File: src/design/assert_macros.svh
// Assertion macros used by the parser core.
`ifndef ASSERT_MACROS_SVH
`define ASSERT_MACROS_SVH

// Property checked at every clock edge outside reset.
`define ASSERT_CLK(label, clk, rst, prop, msg) \
   label: assert property (@(posedge clk) disable iff (rst) (prop)) else $error(msg);

// Consequent checked in the cycle after the antecedent holds.
`define ASSERT_NEXT(label, clk, rst, ante, cons, msg) \
   label: assert property (@(posedge clk) disable iff (rst) (ante) |=> (cons)) else $error(msg);

`endif

File: src/design/ptpsp_pkg.sv
// Types and constants of the PTP sync message parser.
`default_nettype none

package ptpsp_pkg;

   localparam logic [15:0] HEADER_BYTES   = 16'd34;
   localparam logic [15:0] SYNC_END_BYTES = 16'd44;
   localparam logic [15:0] COUNT_MAX      = 16'hFFFF;
   localparam logic [3:0]  PTP_VERSION    = 4'd2;
   localparam logic [3:0]  SYNC_TYPE      = 4'd0;
   localparam logic [29:0] NANOS_PER_SEC  = 30'd1_000_000_000;

   typedef enum logic [2:0] {
      STATUS_OK           = 3'd0,
      STATUS_SHORT_HEADER = 3'd1,
      STATUS_BAD_VERSION  = 3'd2,
      STATUS_SHORT_DATA   = 3'd3,
      STATUS_NOT_SYNC     = 3'd4,
      STATUS_SHORT_SYNC   = 3'd5,
      STATUS_BAD_NANOS    = 3'd6
   } status_type;

   // One accepted byte handed to the capture stage.
   typedef struct packed {
      logic       advance;
      logic       last;
      logic [7:0] data;
   } step_type;

   // Per-packet capture state; seconds are kept already scaled to nanoseconds.
   typedef struct packed {
      logic [15:0] byte_count;
      logic [3:0]  transport;
      logic [3:0]  msg_type;
      logic [3:0]  version;
      logic [15:0] declared_length;
      logic [7:0]  domain;
      logic [15:0] flags;
      logic [63:0] correction;
      logic [63:0] clock_id;
      logic [15:0] port;
      logic [15:0] seq_num;
      logic [7:0]  control;
      logic [7:0]  interval;
      logic [63:0] sec_scaled;
      logic [31:0] nanos;
   } capture_type;

   typedef struct packed {
      status_type  status;
      logic [3:0]  transport_field;
      logic [3:0]  msg_kind;
      logic [7:0]  domain_id;
      logic [15:0] flag_bits;
      logic [63:0] correction_value;
      logic [63:0] source_clock_id;
      logic [15:0] source_port;
      logic [15:0] sequence_number;
      logic [7:0]  control_byte;
      logic [7:0]  log_interval;
      logic [63:0] timestamp_ns;
   } result_type;

endpackage

`default_nettype wire

File: src/design/ptpsp_channels.sv
// Valid/ready channel interfaces for packet bytes and parse results.
`default_nettype none

interface ptpsp_req_if;
   logic       valid;
   logic       ready;
   logic [7:0] data_byte;
   logic       last_byte;

   modport source (output valid, data_byte, last_byte, input ready);
   modport sink (input valid, data_byte, last_byte, output ready);
endinterface

interface ptpsp_rsp_if;
   logic        valid;
   logic        ready;
   logic [2:0]  status;
   logic [3:0]  transport_field;
   logic [3:0]  msg_kind;
   logic [7:0]  domain_id;
   logic [15:0] flag_bits;
   logic [63:0] correction_value;
   logic [63:0] source_clock_id;
   logic [15:0] source_port;
   logic [15:0] sequence_number;
   logic [7:0]  control_byte;
   logic [7:0]  log_interval;
   logic [63:0] timestamp_ns;

   modport source (output valid, status, transport_field, msg_kind, domain_id,
                   flag_bits, correction_value, source_clock_id, source_port,
                   sequence_number, control_byte, log_interval, timestamp_ns,
                   input ready);
   modport sink (input valid, status, transport_field, msg_kind, domain_id,
                 flag_bits, correction_value, source_clock_id, source_port,
                 sequence_number, control_byte, log_interval, timestamp_ns,
                 output ready);
endinterface

`default_nettype wire

File: src/design/ptpsp_capture.sv
// Header and sync body field capture at fixed byte offsets.
`default_nettype none

module ptpsp_capture (
   input  wire                    clock,
   input  wire                    reset,
   input  wire ptpsp_pkg::step_type step,
   output ptpsp_pkg::capture_type snap
);
   import ptpsp_pkg::*;

   capture_type state_ff;
   logic [15:0] pos;
   logic [37:0] sec_term;

   assign pos      = state_ff.byte_count;
   assign sec_term = 38'(step.data) * 38'(NANOS_PER_SEC);

   // snap is the state with the current byte folded in
   always_comb begin
      snap = state_ff;
      snap.byte_count = (state_ff.byte_count == COUNT_MAX) ? COUNT_MAX
                                                           : state_ff.byte_count + 16'd1;
      if (pos == 16'd0) begin
         snap.transport = step.data[7:4];
         snap.msg_type  = step.data[3:0];
      end else if (pos == 16'd1) begin
         snap.version = step.data[3:0];
      end else if (pos <= 16'd3) begin
         snap.declared_length = {state_ff.declared_length[7:0], step.data};
      end else if (pos == 16'd4) begin
         snap.domain = step.data;
      end else if (pos == 16'd6 || pos == 16'd7) begin
         snap.flags = {state_ff.flags[7:0], step.data};
      end else if (pos >= 16'd8 && pos <= 16'd15) begin
         snap.correction = {state_ff.correction[55:0], step.data};
      end else if (pos >= 16'd20 && pos <= 16'd27) begin
         snap.clock_id = {state_ff.clock_id[55:0], step.data};
      end else if (pos == 16'd28 || pos == 16'd29) begin
         snap.port = {state_ff.port[7:0], step.data};
      end else if (pos == 16'd30 || pos == 16'd31) begin
         snap.seq_num = {state_ff.seq_num[7:0], step.data};
      end else if (pos == 16'd32) begin
         snap.control = step.data;
      end else if (pos == 16'd33) begin
         snap.interval = step.data;
      end else if (pos >= 16'd34 && pos <= 16'd39) begin
         // seconds * 1e9 built a byte at a time, modulo 2^64
         snap.sec_scaled = {state_ff.sec_scaled[55:0], 8'h00} + 64'(sec_term);
      end else if (pos >= 16'd40 && pos <= 16'd43) begin
         snap.nanos = {state_ff.nanos[23:0], step.data};
      end
   end

   always_ff @(posedge clock) begin
      if (reset || (step.advance && step.last)) begin
         state_ff <= '0;
      end else if (step.advance) begin
         state_ff <= snap;
      end
   end

endmodule

`default_nettype wire

File: src/design/ptpsp_result.sv
// Status checks, field masking and the result output register.
`default_nettype none

module ptpsp_result (
   input  wire                         clock,
   input  wire                         reset,
   input  wire                         load,
   input  wire ptpsp_pkg::capture_type snap,
   ptpsp_rsp_if.source                 rsp_chan
);
   import ptpsp_pkg::*;

   result_type result_in;
   result_type result_ff;
   logic       valid_ff;
   logic       valid_in;
   status_type status;
   logic       nanos_bad;

   assign nanos_bad = snap.nanos >= 32'(NANOS_PER_SEC);

   always_comb begin
      if (snap.byte_count < HEADER_BYTES) begin
         status = STATUS_SHORT_HEADER;
      end else if (snap.version != PTP_VERSION) begin
         status = STATUS_BAD_VERSION;
      end else if (snap.byte_count < snap.declared_length) begin
         status = STATUS_SHORT_DATA;
      end else if (snap.msg_type != SYNC_TYPE) begin
         status = STATUS_NOT_SYNC;
      end else if (snap.byte_count < SYNC_END_BYTES) begin
         status = STATUS_SHORT_SYNC;
      end else if (nanos_bad) begin
         status = STATUS_BAD_NANOS;
      end else begin
         status = STATUS_OK;
      end
   end

   always_comb begin
      result_in = '0;
      result_in.status = status;
      if (status != STATUS_SHORT_HEADER) begin
         result_in.transport_field = snap.transport;
         result_in.msg_kind        = snap.msg_type;
      end
      case (status)
         STATUS_OK, STATUS_NOT_SYNC, STATUS_SHORT_SYNC, STATUS_BAD_NANOS: begin
            result_in.domain_id        = snap.domain;
            result_in.flag_bits        = snap.flags;
            result_in.correction_value = snap.correction;
            result_in.source_clock_id  = snap.clock_id;
            result_in.source_port      = snap.port;
            result_in.sequence_number  = snap.seq_num;
            result_in.control_byte     = snap.control;
            result_in.log_interval     = snap.interval;
         end
         default: begin
         end
      endcase
      if (status == STATUS_OK) begin
         result_in.timestamp_ns = snap.sec_scaled + 64'(snap.nanos);
      end
   end

   always_comb begin
      valid_in = valid_ff;
      if (load) begin
         valid_in = 1'b1;
      end else if (rsp_chan.ready) begin
         valid_in = 1'b0;
      end
   end

   always_ff @(posedge clock) begin
      if (reset) begin
         valid_ff <= 1'b0;
      end else begin
         valid_ff <= valid_in;
      end
      if (load) begin
         result_ff <= result_in;
      end
   end

   assign rsp_chan.valid            = valid_ff;
   assign rsp_chan.status           = result_ff.status;
   assign rsp_chan.transport_field  = result_ff.transport_field;
   assign rsp_chan.msg_kind         = result_ff.msg_kind;
   assign rsp_chan.domain_id        = result_ff.domain_id;
   assign rsp_chan.flag_bits        = result_ff.flag_bits;
   assign rsp_chan.correction_value = result_ff.correction_value;
   assign rsp_chan.source_clock_id  = result_ff.source_clock_id;
   assign rsp_chan.source_port      = result_ff.source_port;
   assign rsp_chan.sequence_number  = result_ff.sequence_number;
   assign rsp_chan.control_byte     = result_ff.control_byte;
   assign rsp_chan.log_interval     = result_ff.log_interval;
   assign rsp_chan.timestamp_ns     = result_ff.timestamp_ns;

endmodule

`default_nettype wire

File: src/design/ptp_sync_message_parser_core.sv
// A packet's last byte waits in the input register until the output is free; the result
// register loads as that byte advances.
// Throughput: one byte per cycle while the output is free; back-to-back one-byte packets give one result per cycle.
// Seconds are scaled by 1e9 one byte at a time as they arrive, so the final stage
// folds in the last byte, then one 64-bit add and the status compares.
// Reset is synchronous, active high: it drops both valids and clears packet state.
`default_nettype none

module ptp_sync_message_parser_core (
   input  wire         clock,
   input  wire         reset,
   ptpsp_req_if.sink   req_chan,
   ptpsp_rsp_if.source rsp_chan
);
   import ptpsp_pkg::*;

   logic        in_valid_ff;
   logic        in_valid_in;
   logic [7:0]  in_byte_ff;
   logic        in_last_ff;
   logic        req_take;
   logic        out_free;
   logic        in_adv;
   step_type    step;
   capture_type snap;

   assign out_free = !rsp_chan.valid || rsp_chan.ready;
   // a non-final byte only updates capture state, so it never waits on the output
   assign in_adv   = in_valid_ff && (!in_last_ff || out_free);
   assign req_chan.ready = !in_valid_ff || in_adv;
   assign req_take = req_chan.valid && req_chan.ready;

   always_comb begin
      in_valid_in = in_valid_ff;
      if (req_take) begin
         in_valid_in = 1'b1;
      end else if (in_adv) begin
         in_valid_in = 1'b0;
      end
   end

   always_ff @(posedge clock) begin
      if (reset) begin
         in_valid_ff <= 1'b0;
      end else begin
         in_valid_ff <= in_valid_in;
      end
      if (req_take) begin
         in_byte_ff <= req_chan.data_byte;
         in_last_ff <= req_chan.last_byte;
      end
   end

   assign step.advance = in_adv;
   assign step.last    = in_last_ff;
   assign step.data    = in_byte_ff;

   ptpsp_capture u_capture (
      .clock (clock),
      .reset (reset),
      .step  (step),
      .snap  (snap)
   );

   ptpsp_result u_result (
      .clock    (clock),
      .reset    (reset),
      .load     (in_adv && in_last_ff),
      .snap     (snap),
      .rsp_chan (rsp_chan)
   );

`include "assert_macros.svh"

   `ASSERT_NEXT(a_last_gives_result, clock, reset, in_adv && in_last_ff, rsp_chan.valid, "packet end produced no result")
   `ASSERT_CLK(a_result_from_last, clock, reset, $rose(rsp_chan.valid) |-> $past(in_adv && in_last_ff), "result without a packet end")
   `ASSERT_CLK(a_short_header_zero, clock, reset, (rsp_chan.valid && rsp_chan.status == STATUS_SHORT_HEADER) |-> (rsp_chan.timestamp_ns == 64'd0 && rsp_chan.source_clock_id == 64'd0 && rsp_chan.msg_kind == 4'd0), "short header result carries fields")

endmodule

`default_nettype wire

File: src/flat_wrapper.sv
// flat-port wrapper written by rule: the top's interface ports become plain ports
module ptp_sync_message_parser_core_flat import ptpsp_pkg::*;
  (clock, reset, req_chan_valid, req_chan_data_byte, req_chan_last_byte, req_chan_ready, rsp_chan_valid, rsp_chan_status, rsp_chan_transport_field, rsp_chan_msg_kind, rsp_chan_domain_id, rsp_chan_flag_bits, rsp_chan_correction_value, rsp_chan_source_clock_id, rsp_chan_source_port, rsp_chan_sequence_number, rsp_chan_control_byte, rsp_chan_log_interval, rsp_chan_timestamp_ns, rsp_chan_ready);
  ptpsp_req_if req_chan_i ();
  ptpsp_rsp_if rsp_chan_i ();
  input  wire clock;
  input  wire reset;
  input wire logic [$bits(req_chan_i.valid)-1:0] req_chan_valid;
  input wire logic [$bits(req_chan_i.data_byte)-1:0] req_chan_data_byte;
  input wire logic [$bits(req_chan_i.last_byte)-1:0] req_chan_last_byte;
  output wire logic [$bits(req_chan_i.ready)-1:0] req_chan_ready;
  output wire logic [$bits(rsp_chan_i.valid)-1:0] rsp_chan_valid;
  output wire logic [$bits(rsp_chan_i.status)-1:0] rsp_chan_status;
  output wire logic [$bits(rsp_chan_i.transport_field)-1:0] rsp_chan_transport_field;
  output wire logic [$bits(rsp_chan_i.msg_kind)-1:0] rsp_chan_msg_kind;
  output wire logic [$bits(rsp_chan_i.domain_id)-1:0] rsp_chan_domain_id;
  output wire logic [$bits(rsp_chan_i.flag_bits)-1:0] rsp_chan_flag_bits;
  output wire logic [$bits(rsp_chan_i.correction_value)-1:0] rsp_chan_correction_value;
  output wire logic [$bits(rsp_chan_i.source_clock_id)-1:0] rsp_chan_source_clock_id;
  output wire logic [$bits(rsp_chan_i.source_port)-1:0] rsp_chan_source_port;
  output wire logic [$bits(rsp_chan_i.sequence_number)-1:0] rsp_chan_sequence_number;
  output wire logic [$bits(rsp_chan_i.control_byte)-1:0] rsp_chan_control_byte;
  output wire logic [$bits(rsp_chan_i.log_interval)-1:0] rsp_chan_log_interval;
  output wire logic [$bits(rsp_chan_i.timestamp_ns)-1:0] rsp_chan_timestamp_ns;
  input wire logic [$bits(rsp_chan_i.ready)-1:0] rsp_chan_ready;
  assign req_chan_i.valid = req_chan_valid;
  assign req_chan_i.data_byte = req_chan_data_byte;
  assign req_chan_i.last_byte = req_chan_last_byte;
  assign req_chan_ready = req_chan_i.ready;
  assign rsp_chan_valid = rsp_chan_i.valid;
  assign rsp_chan_status = rsp_chan_i.status;
  assign rsp_chan_transport_field = rsp_chan_i.transport_field;
  assign rsp_chan_msg_kind = rsp_chan_i.msg_kind;
  assign rsp_chan_domain_id = rsp_chan_i.domain_id;
  assign rsp_chan_flag_bits = rsp_chan_i.flag_bits;
  assign rsp_chan_correction_value = rsp_chan_i.correction_value;
  assign rsp_chan_source_clock_id = rsp_chan_i.source_clock_id;
  assign rsp_chan_source_port = rsp_chan_i.source_port;
  assign rsp_chan_sequence_number = rsp_chan_i.sequence_number;
  assign rsp_chan_control_byte = rsp_chan_i.control_byte;
  assign rsp_chan_log_interval = rsp_chan_i.log_interval;
  assign rsp_chan_timestamp_ns = rsp_chan_i.timestamp_ns;
  assign rsp_chan_i.ready = rsp_chan_ready;
  ptp_sync_message_parser_core u_core (.clock(clock), .reset(reset), .req_chan(req_chan_i), .rsp_chan(rsp_chan_i));
endmodule
File: config.mk
export PLATFORM = sky130hd
export DESIGN_NAME = ptp_sync_message_parser_core_flat
export DESIGN_NICKNAME = d
export VERILOG_FILES = /design/src/design/ptpsp_pkg.sv /design/src/design/ptpsp_channels.sv /design/src/design/ptpsp_capture.sv /design/src/design/ptpsp_result.sv /design/src/design/ptp_sync_message_parser_core.sv /design/src/flat_wrapper.sv
export VERILOG_INCLUDE_DIRS = /design/src /design/src/design
export SDC_FILE = /design/constraint.sdc
export NUM_CORES = 1
export LEC_CHECK = 0
export BUFFER_PORTS_ARGS = -buffer_cell sky130_fd_sc_hd__buf_2
export CORE_MARGIN = 4
export CORE_UTILIZATION = 50
export CTS_CLUSTER_SIZE = 30
export DETAILED_ROUTE_END_ITERATION = 12
export GPL_ROUTABILITY_DRIVEN = 0
export GPL_TIMING_DRIVEN = 0
export PLACE_DENSITY_LB_ADDON = 0.12
export SYNTH_ARGS = -nofsm -noshare
export SYNTH_HDL_FRONTEND = slang
export SYNTH_HIERARCHICAL = 1
export SYNTH_SLANG_ARGS = --single-unit
File: constraint.sdc
create_clock -name clock -period 17.77 [get_ports clock]
set_input_delay 0.8885 -clock clock [delete_from_list [all_inputs] [get_ports clock]]
set_output_delay 0.8885 -clock clock [all_outputs]
set_load 0.02 [all_outputs]
==> results of run 1 <==
-- worst max path at each step --
stage | end | slack (ns) | cells past startpoint
2_1_floorplan | u_core/u_result/rsp_chan.control_byte[0] | 4.54 | 2
3_3_place_gp | u_core/u_result/rsp_chan.correction_value[40] | -0.88 | 3
3_5_place_dp | u_core/u_result/rsp_chan.timestamp_ns[61] | 6.75 | 37
4_1_cts | u_core/u_result/rsp_chan.timestamp_ns[61] | 6.65 | 37
5_1_grt | u_core/u_result/rsp_chan.timestamp_ns[61] | 6.10 | 37
6_report | u_core/u_result/rsp_chan.timestamp_ns[61] | 6.68 | 37
-- state kept, by name, summed over array words and instances, names as in the netlist, 16 cells and up --
signal	flops
u_core/u_result/rsp_chan.source_port	16
u_core/u_result/rsp_chan.timestamp_ns	64
u_core/u_result/rsp_chan.source_clock_id	64
u_core/u_result/rsp_chan.correction_value	64
u_core/u_result/rsp_chan.sequence_number	16
u_core/u_capture/state_ff	324
u_core/u_capture/pos	16
u_core/u_result/rsp_chan.flag_bits	16
-- power breakdown --
group	internal, uW	leakage, uW	switching (uW)	total (uW)
clock	811	0.00108	607	1420
combinational	404	0.00993	645	1050
sequential	1520	0.00541	15.6	1540
-- placed cells by master, fill, tap and decap left out, types with 15 or more instances in the layout --
cell type	synthesis	final
a31oi_1	17	17
buf_1	22	22
edfxtp_1	284	284
fa_1	44	44
o21ai_0	121	121
dfxtp_1	342	342
a21oi_1	162	162
a21o_1	36	36
nor3_1	31	31
and3_1	229	229
nand3_1	54	54
o21ai_1	16	16
xnor2_1	72	72
xor2_1	71	71
clkbuf_1	140	162
nand2_1	265	265
nand4_1	26	26
clkbuf_16	0	71
nor2_1	385	384
nand2b_1	17	17
nor2b_1	15	15
mux2i_1	246	246
ha_1	156	156
mux2_2	230	230
buf_2	36	325
and2_1	26	26
inv_1	117	117
-- area by class of cell --
| type | instances | area (sq um) | share of cell area |
|---|---|---|---|
| multi-input combinational | 2414 | 17600 | 0.449 |
| sequential | 626 | 15400 | 0.392 |
| clock buffer | 98 | 1930 | 0.0492 |
| timing repair buffer | 297 | 1610 | 0.0410 |
| tap | 873 | 1090 | 0.0279 |
| buffer | 205 | 851 | 0.0217 |
| inverter | 118 | 443 | 0.0113 |
| clock inverter | 29 | 292 | 0.00744 |
-- through the flow --
stage                     total power, uW  area (sq um)  hold WS (ns)
after floorplan                      2370         34300         0.434
after global placement               2620         36800         0.444
after detailed placement             2610         37000         0.447
after CTS                            4030         39200         0.423
after global routing                 4220         39200         0.432
final                                4000         39200         0.455
-- routing by layer --
| metal | up-vias | track usage | part of all wire |
|---|---|---|---|
| met5 | - | 0 | 0 |
| met4 | 0 | 0.0786 | 0.032 |
| met3 | 137 | 0.0363 | 0.044 |
| met2 | 549 | 0.424 | 0.49 |
| met1 | 12300 | 0.320 | 0.44 |
| li1 | 12700 | - | - |
-- kinds of logic (layout without fill, tap and decap cells) --
family,Yosys count,count (layout),share of synthesized area
XOR/XNOR,143,143,0.0366
AND/OR/NAND/NOR,1124,1124,0.160
multiplexers,483,483,0.150
adder cells (fa/ha/maj),200,200,0.0827
buffers and inverters,323,747,0.0378
AO/OA/AOI/OAI,464,464,0.0842
flip-flops,626,626,0.449
==> results.ini, run 1 <==
[detailed_routing]
routed_wl_microns=92400
drc=0
dr_vias=25700
post_drt_wl_per_cell_microns=19.8
detailedRoute.firstIterationViolations=1667
antenna_violating_nets_post_route=0
first_pass_iters=8
drt-vias-per-instance=5.51

[clocking]
cts_tree=yes
worst_path_clk_slew_ns=0.06
post_cts_buffers=0
clock_tree.buffer_depth=3
worstSkewPairLatency_ns=0.61
cts_root_buf=clkbuf_16
h-tree-depth=3
numClockSinks=626
cts_resized=0
cts_inserted_buffers=69
cts_hold_fix_bufs=0

[final_layout]
antenna_cells_inserted=0
design.final.nets=3944
drive_above_1_share=0.193
nFillCells=5909
finish.utilization=0.580
area_delta_synth_final_pct=14.4
layout.cells.non_filler=4660

[setup_path]
timing.critical_path.from_type=register
rr_startpoint=u_core/in_byte_ff[6]
r2r.worst_path.cells=37
crit_path_max_fanout=11
worst_setup_path_startpoint=u_core/in_byte_ff[6]
cpMaxStageDelayCell=clkinv_1
cpLargestDelayFamily=adder cells
reg2reg_setup_slack_ns=6.68
criticalPathCategory=reg2reg
worst_ep_required_time_ns=18.19
worst_r2r_endpoint=u_core/u_result/rsp_chan.timestamp_ns[61]
crit_path_max_incr_delay_ns=0.80
crit_path_end_kind=register
cp_num_buf_inv=7
crit_arrival_ns=11.51
critical_path.most_common_cell=a21oi_1

[timing]
setup_viol_count_final=0
clock-skew-final_ns=0.0190
slew_viol_final=0
postLayoutSetupSlackWorst_ns=6.68
setup_tns_ns=0
finalWorstPathRequiredPeriod_ns=11.09
timing.max_slew.rel_slack=0.286
slew_at_the_pin_closest_to_its_max_slew_limit_ns=1.07
max_freq_mhz=90.2
min_period_over_period=0.624
grt_setup_unrepaired=no
hold_viol_final=0

[global_route]
grt_pass1_wl_microns=144000
grt_start_max_net_pins=39
antenna_found_initial=0
vias_in_the_first_global_route=25200
global_route_usage_sum=0.246
globalRouteOverflowTotal=0

[floorplanning]
initial_util=0.507
io_pins=290
chipWidth_microns=270
die_y_microns=270
floorplan.core_area_sq_mm=0.0675
die-area_sq_mm=0.0728
floorplan.rows=95

[power_and_ir_drop]
vdd_ir_drop_max_mv=0.0703
power.leakage_uw=0.0164
power.density_mw_per_mm2=102

[yosys]
syn-mean-instance-area_sq_um=10.2
synthFlopType=dfxtp_1
number_of_enable_flip_flop_cells_after_synthesis=284
seq_area_frac_synth=0.449
postSynthRegisterBits=626
mappedNetlistArea_sq_mm=0.0343
asyncSetResetFlopFracSynth=0
syn-instance-count=3363
netlist.top_cell.by_area=edfxtp_1
synth_largest_type_area_fraction=0.249
yosysUniqueCellTypes=98
synth.top_cells.by_area=edfxtp_1 25%, dfxtp_1 20%, mux2_2 7.6%, mux2i_1 7.2%, ha_1 5.7%
mappedNetlistNets=3576
post_synth_most_frequent_cells=385 x nor2_1, 342 x dfxtp_1, 284 x edfxtp_1, 265 x nand2_1, 246 x mux2i_1
synthesis.yosys.warnings=6
yosysMostFrequentCell=nor2_1

[worst_hold_path]
worstHoldStart=req_chan_last_byte
whs_path_depth=1
min_to=u_core/in_last_ff
min_path_type=in2reg

[outcome]
status=finished, final reports clean

[job]
drv.max_cap_violation_count=0

[placement]
port_buffers=289
dp_hpwl_microns=69000
placement.setup.worst_slack_ns=6.75
dpl.cell_count=4533

(Power assumes the default switching activity.)
==> run 2, diff against run 1 <==
- clock period: 17.77 -> 11.4 ns (I/O delays scaled with it)
==> run 2 against run 1 <==
  * Routed wire length is 0.34% lower
  * Global-route usage is 0.080 points lower
  * Utilization is 0.36 points higher
  * Die area stayed put
  * Non-clock buffer count is 5 higher
  * Highest routed layer unchanged
  * Via count is 0.73% higher
  * First-iteration DRC count is 1.4% higher
  * Sequential share of layout area is 0.24 points lower
  * Combinational power is 55% higher
==> results.ini, run 2 (synthesized netlist as in run 1, its figures left out) <==
[setup_path]
worst_ep_required_time_ns=11.82  ; -6.37 ns
crit_path_end_kind=register
reg2reg_setup_slack_ns=0.77  ; -5.91 ns
r2r.worst_path.cells=34  ; -8.1%
rr_startpoint=u_core/in_byte_ff[1]
worst_r2r_endpoint=u_core/u_result/rsp_chan.timestamp_ns[61]
cpMaxStageDelayCell=edfxtp_1
crit_path_max_incr_delay_ns=0.74  ; -0.06 ns
criticalPathCategory=reg2reg
crit_arrival_ns=11.05  ; -0.46 ns
timing.critical_path.from_type=register
crit_path_max_fanout=10  ; -1

[worst_hold_path]
whs_path_depth=1  ; unchanged
worstHoldStart=req_chan_data_byte[0]
min_path_type=in2reg
min_to=u_core/in_byte_ff[0]

[final_layout]
finish.utilization=0.584  ; +0.00360
mostFrequentLayoutCells=384 x nor2_1, 342 x dfxtp_1, 325 x buf_2, 284 x edfxtp_1, 265 x nand2_1
nFillCells=5949  ; +0.68%
antenna_cells_inserted=0  ; unchanged
design.final.nets=3949  ; +0.13%
drive_above_1_share=0.196  ; +0.00370
regMostFlops=u_core/u_capture/state_ff
finalInstanceArea_sq_mm=0.0394  ; +0.62%
area_delta_synth_final_pct=15.1
final_common_cell=nor2_1
largest_register_ffs=324  ; unchanged

[timing]
clock-skew-final_ns=0.0275  ; +0.00847 ns
setup_tns_ns=0  ; unchanged
max_freq_mhz=94.1  ; +4.3%
slew_viol_final=0  ; unchanged
setup_viol_count_final=0  ; unchanged
grt_setup_unrepaired=no
finalWorstPathRequiredPeriod_ns=10.63  ; -0.461 ns
hold_viol_final=0  ; unchanged
slew_at_the_pin_closest_to_its_max_slew_limit_ns=1.13  ; +0.0574 ns
min_period_over_period=0.932  ; +0.308
timing.max_slew.rel_slack=0.248  ; -0.0383

[placement]
port_buffers=289  ; unchanged
postPlaceCellArea_sq_mm=0.0370  ; about the same
dp_hpwl_microns=68900  ; -0.14%

[detailed_routing]
routed_wl_microns=92100  ; -0.34%
drt-vias-per-instance=5.54  ; +0.62%
first_pass_iters=5  ; -3
dr_vias=25800  ; +0.73%
drc=0  ; unchanged
post_drt_wl_per_cell_microns=19.7  ; -0.44%
detailedRoute.firstIterationViolations=1690  ; +1.4%
antenna_violating_nets_post_route=0  ; unchanged

[outcome]
status=finished, final reports clean

[clocking]
worstSkewPairLatency_ns=0.62  ; about the same
cts_inserted_buffers=69  ; unchanged
h-tree-depth=3  ; unchanged
worst_path_clk_slew_ns=0.06  ; about the same
numClockSinks=626  ; unchanged
cts_hold_fix_bufs=0  ; unchanged
cts_tree=yes
clock_tree.buffer_depth=3  ; unchanged
cts_root_buf=clkbuf_16

[power_and_ir_drop]
power_switching_share=0.312  ; -0.00462
clkPwrFrac=0.367  ; +0.013
power.density_mw_per_mm2=162  ; +58%
power.leakage_uw=0.0165  ; +0.72%
netSwitchingPower_uw=1990  ; +57%
power.combinational.fraction=0.257  ; -0.005
power_report.internal_total_uw=4380  ; +60%
sequentialPowerShare=0.376  ; -0.008
totalPowerFinal_uw=6370  ; +59%
vdd_ir_drop_max_mv=0.121  ; +72%

[floorplanning]
chipWidth_microns=270  ; unchanged
floorplan.rows=95  ; unchanged
die_y_microns=270  ; unchanged
floorplan.core_area_sq_mm=0.0675  ; unchanged
io_pins=290  ; unchanged
die-area_sq_mm=0.0728  ; unchanged
initial_util=0.507  ; unchanged

[global_route]
grt_start_max_net_pins=40  ; +2.6%
globalRouteOverflowTotal=0  ; unchanged
grt_pass1_wl_microns=143000  ; -0.43%
global_route_usage_sum=0.245  ; -0.000802
antenna_found_initial=0  ; unchanged
vias_in_the_first_global_route=25300  ; +0.26%

[job]
drv.max_cap_violation_count=0  ; unchanged

## run 2: worst max-delay path by stage
stage,startpoint,end,slack (ns),depth (start not counted)
global placement,rsp_chan_ready,u_core/u_result/rsp_chan.correction_value[26],-0.29,3
finish,u_core/in_byte_ff[1],u_core/u_result/rsp_chan.timestamp_ns[61],0.77,34
CTS,u_core/in_byte_ff[6],u_core/u_result/rsp_chan.timestamp_ns[61],0.32,35
global route,u_core/in_byte_ff[1],u_core/u_result/rsp_chan.timestamp_ns[61],0.03,36
detailed placement,u_core/in_byte_ff[6],u_core/u_result/rsp_chan.timestamp_ns[61],0.35,37
floorplan,u_core/in_byte_ff[6],u_core/u_result/rsp_chan.timestamp_ns[50],2.76,34
## run 2: routing by layer
| metal | part of all wire | track usage |
|---|---|---|
| met5 | 0 | 0 |
| met4 | 0.034 | 0.0928 |
| met3 | 0.047 | 0.0337 |
| met2 | 0.48 | 0.419 |
| met1 | 0.44 | 0.318 |
## run 2: power by group through the flow
stage               Clock (uW)  Combinational, uW  Sequential [uW]
floorplan                    0               1220             2470
global placement             0               1610             2460
detailed placement           0               1620             2440
CTS                       2390               1630             2400
global route              2490               1820             2400
finish                    2340               1630             2390
## run 2: worst max-delay path: cells and delay by family (launching register included)
| kind | cells | cell delay [ns] |
|---|---|---|
| xor+xnor | 2 | 0.32 |
| flops | 1 | 0.74 |
| buf+inv | 7 | 2.19 |
| fa+ha+maj | 5 | 2.29 |
| compound gates | 11 | 2.92 |
| simple gates | 9 | 1.95 |
## run 2: timing repair
action                                  CTS  global route
gates resized for setup                   0             5
setup buffers                             0             5
endpoints found under the setup margin    0            11
## run 2: final cells by class
type,instances,area [sq um],share of cell area
clock inverter,40,522,0.0132
timing repair buffer,302,1640,0.0417
sequential,626,15400,0.390
clock buffer,87,1890,0.0479
tap,873,1090,0.0277
buffer,205,863,0.0219
multi-input combinational,2414,17600,0.446
inverter,118,447,0.0113
## run 2: stage by stage
step,std cells,hold WS (ns),setup WS (ns)
after global placement,4525,0.443,-0.291
after CTS,4660,0.107,0.319
after floorplan,3363,0.434,2.76
after detailed placement,4533,0.447,0.351
final,4665,0.141,0.771
after global routing,4665,0.111,0.0330
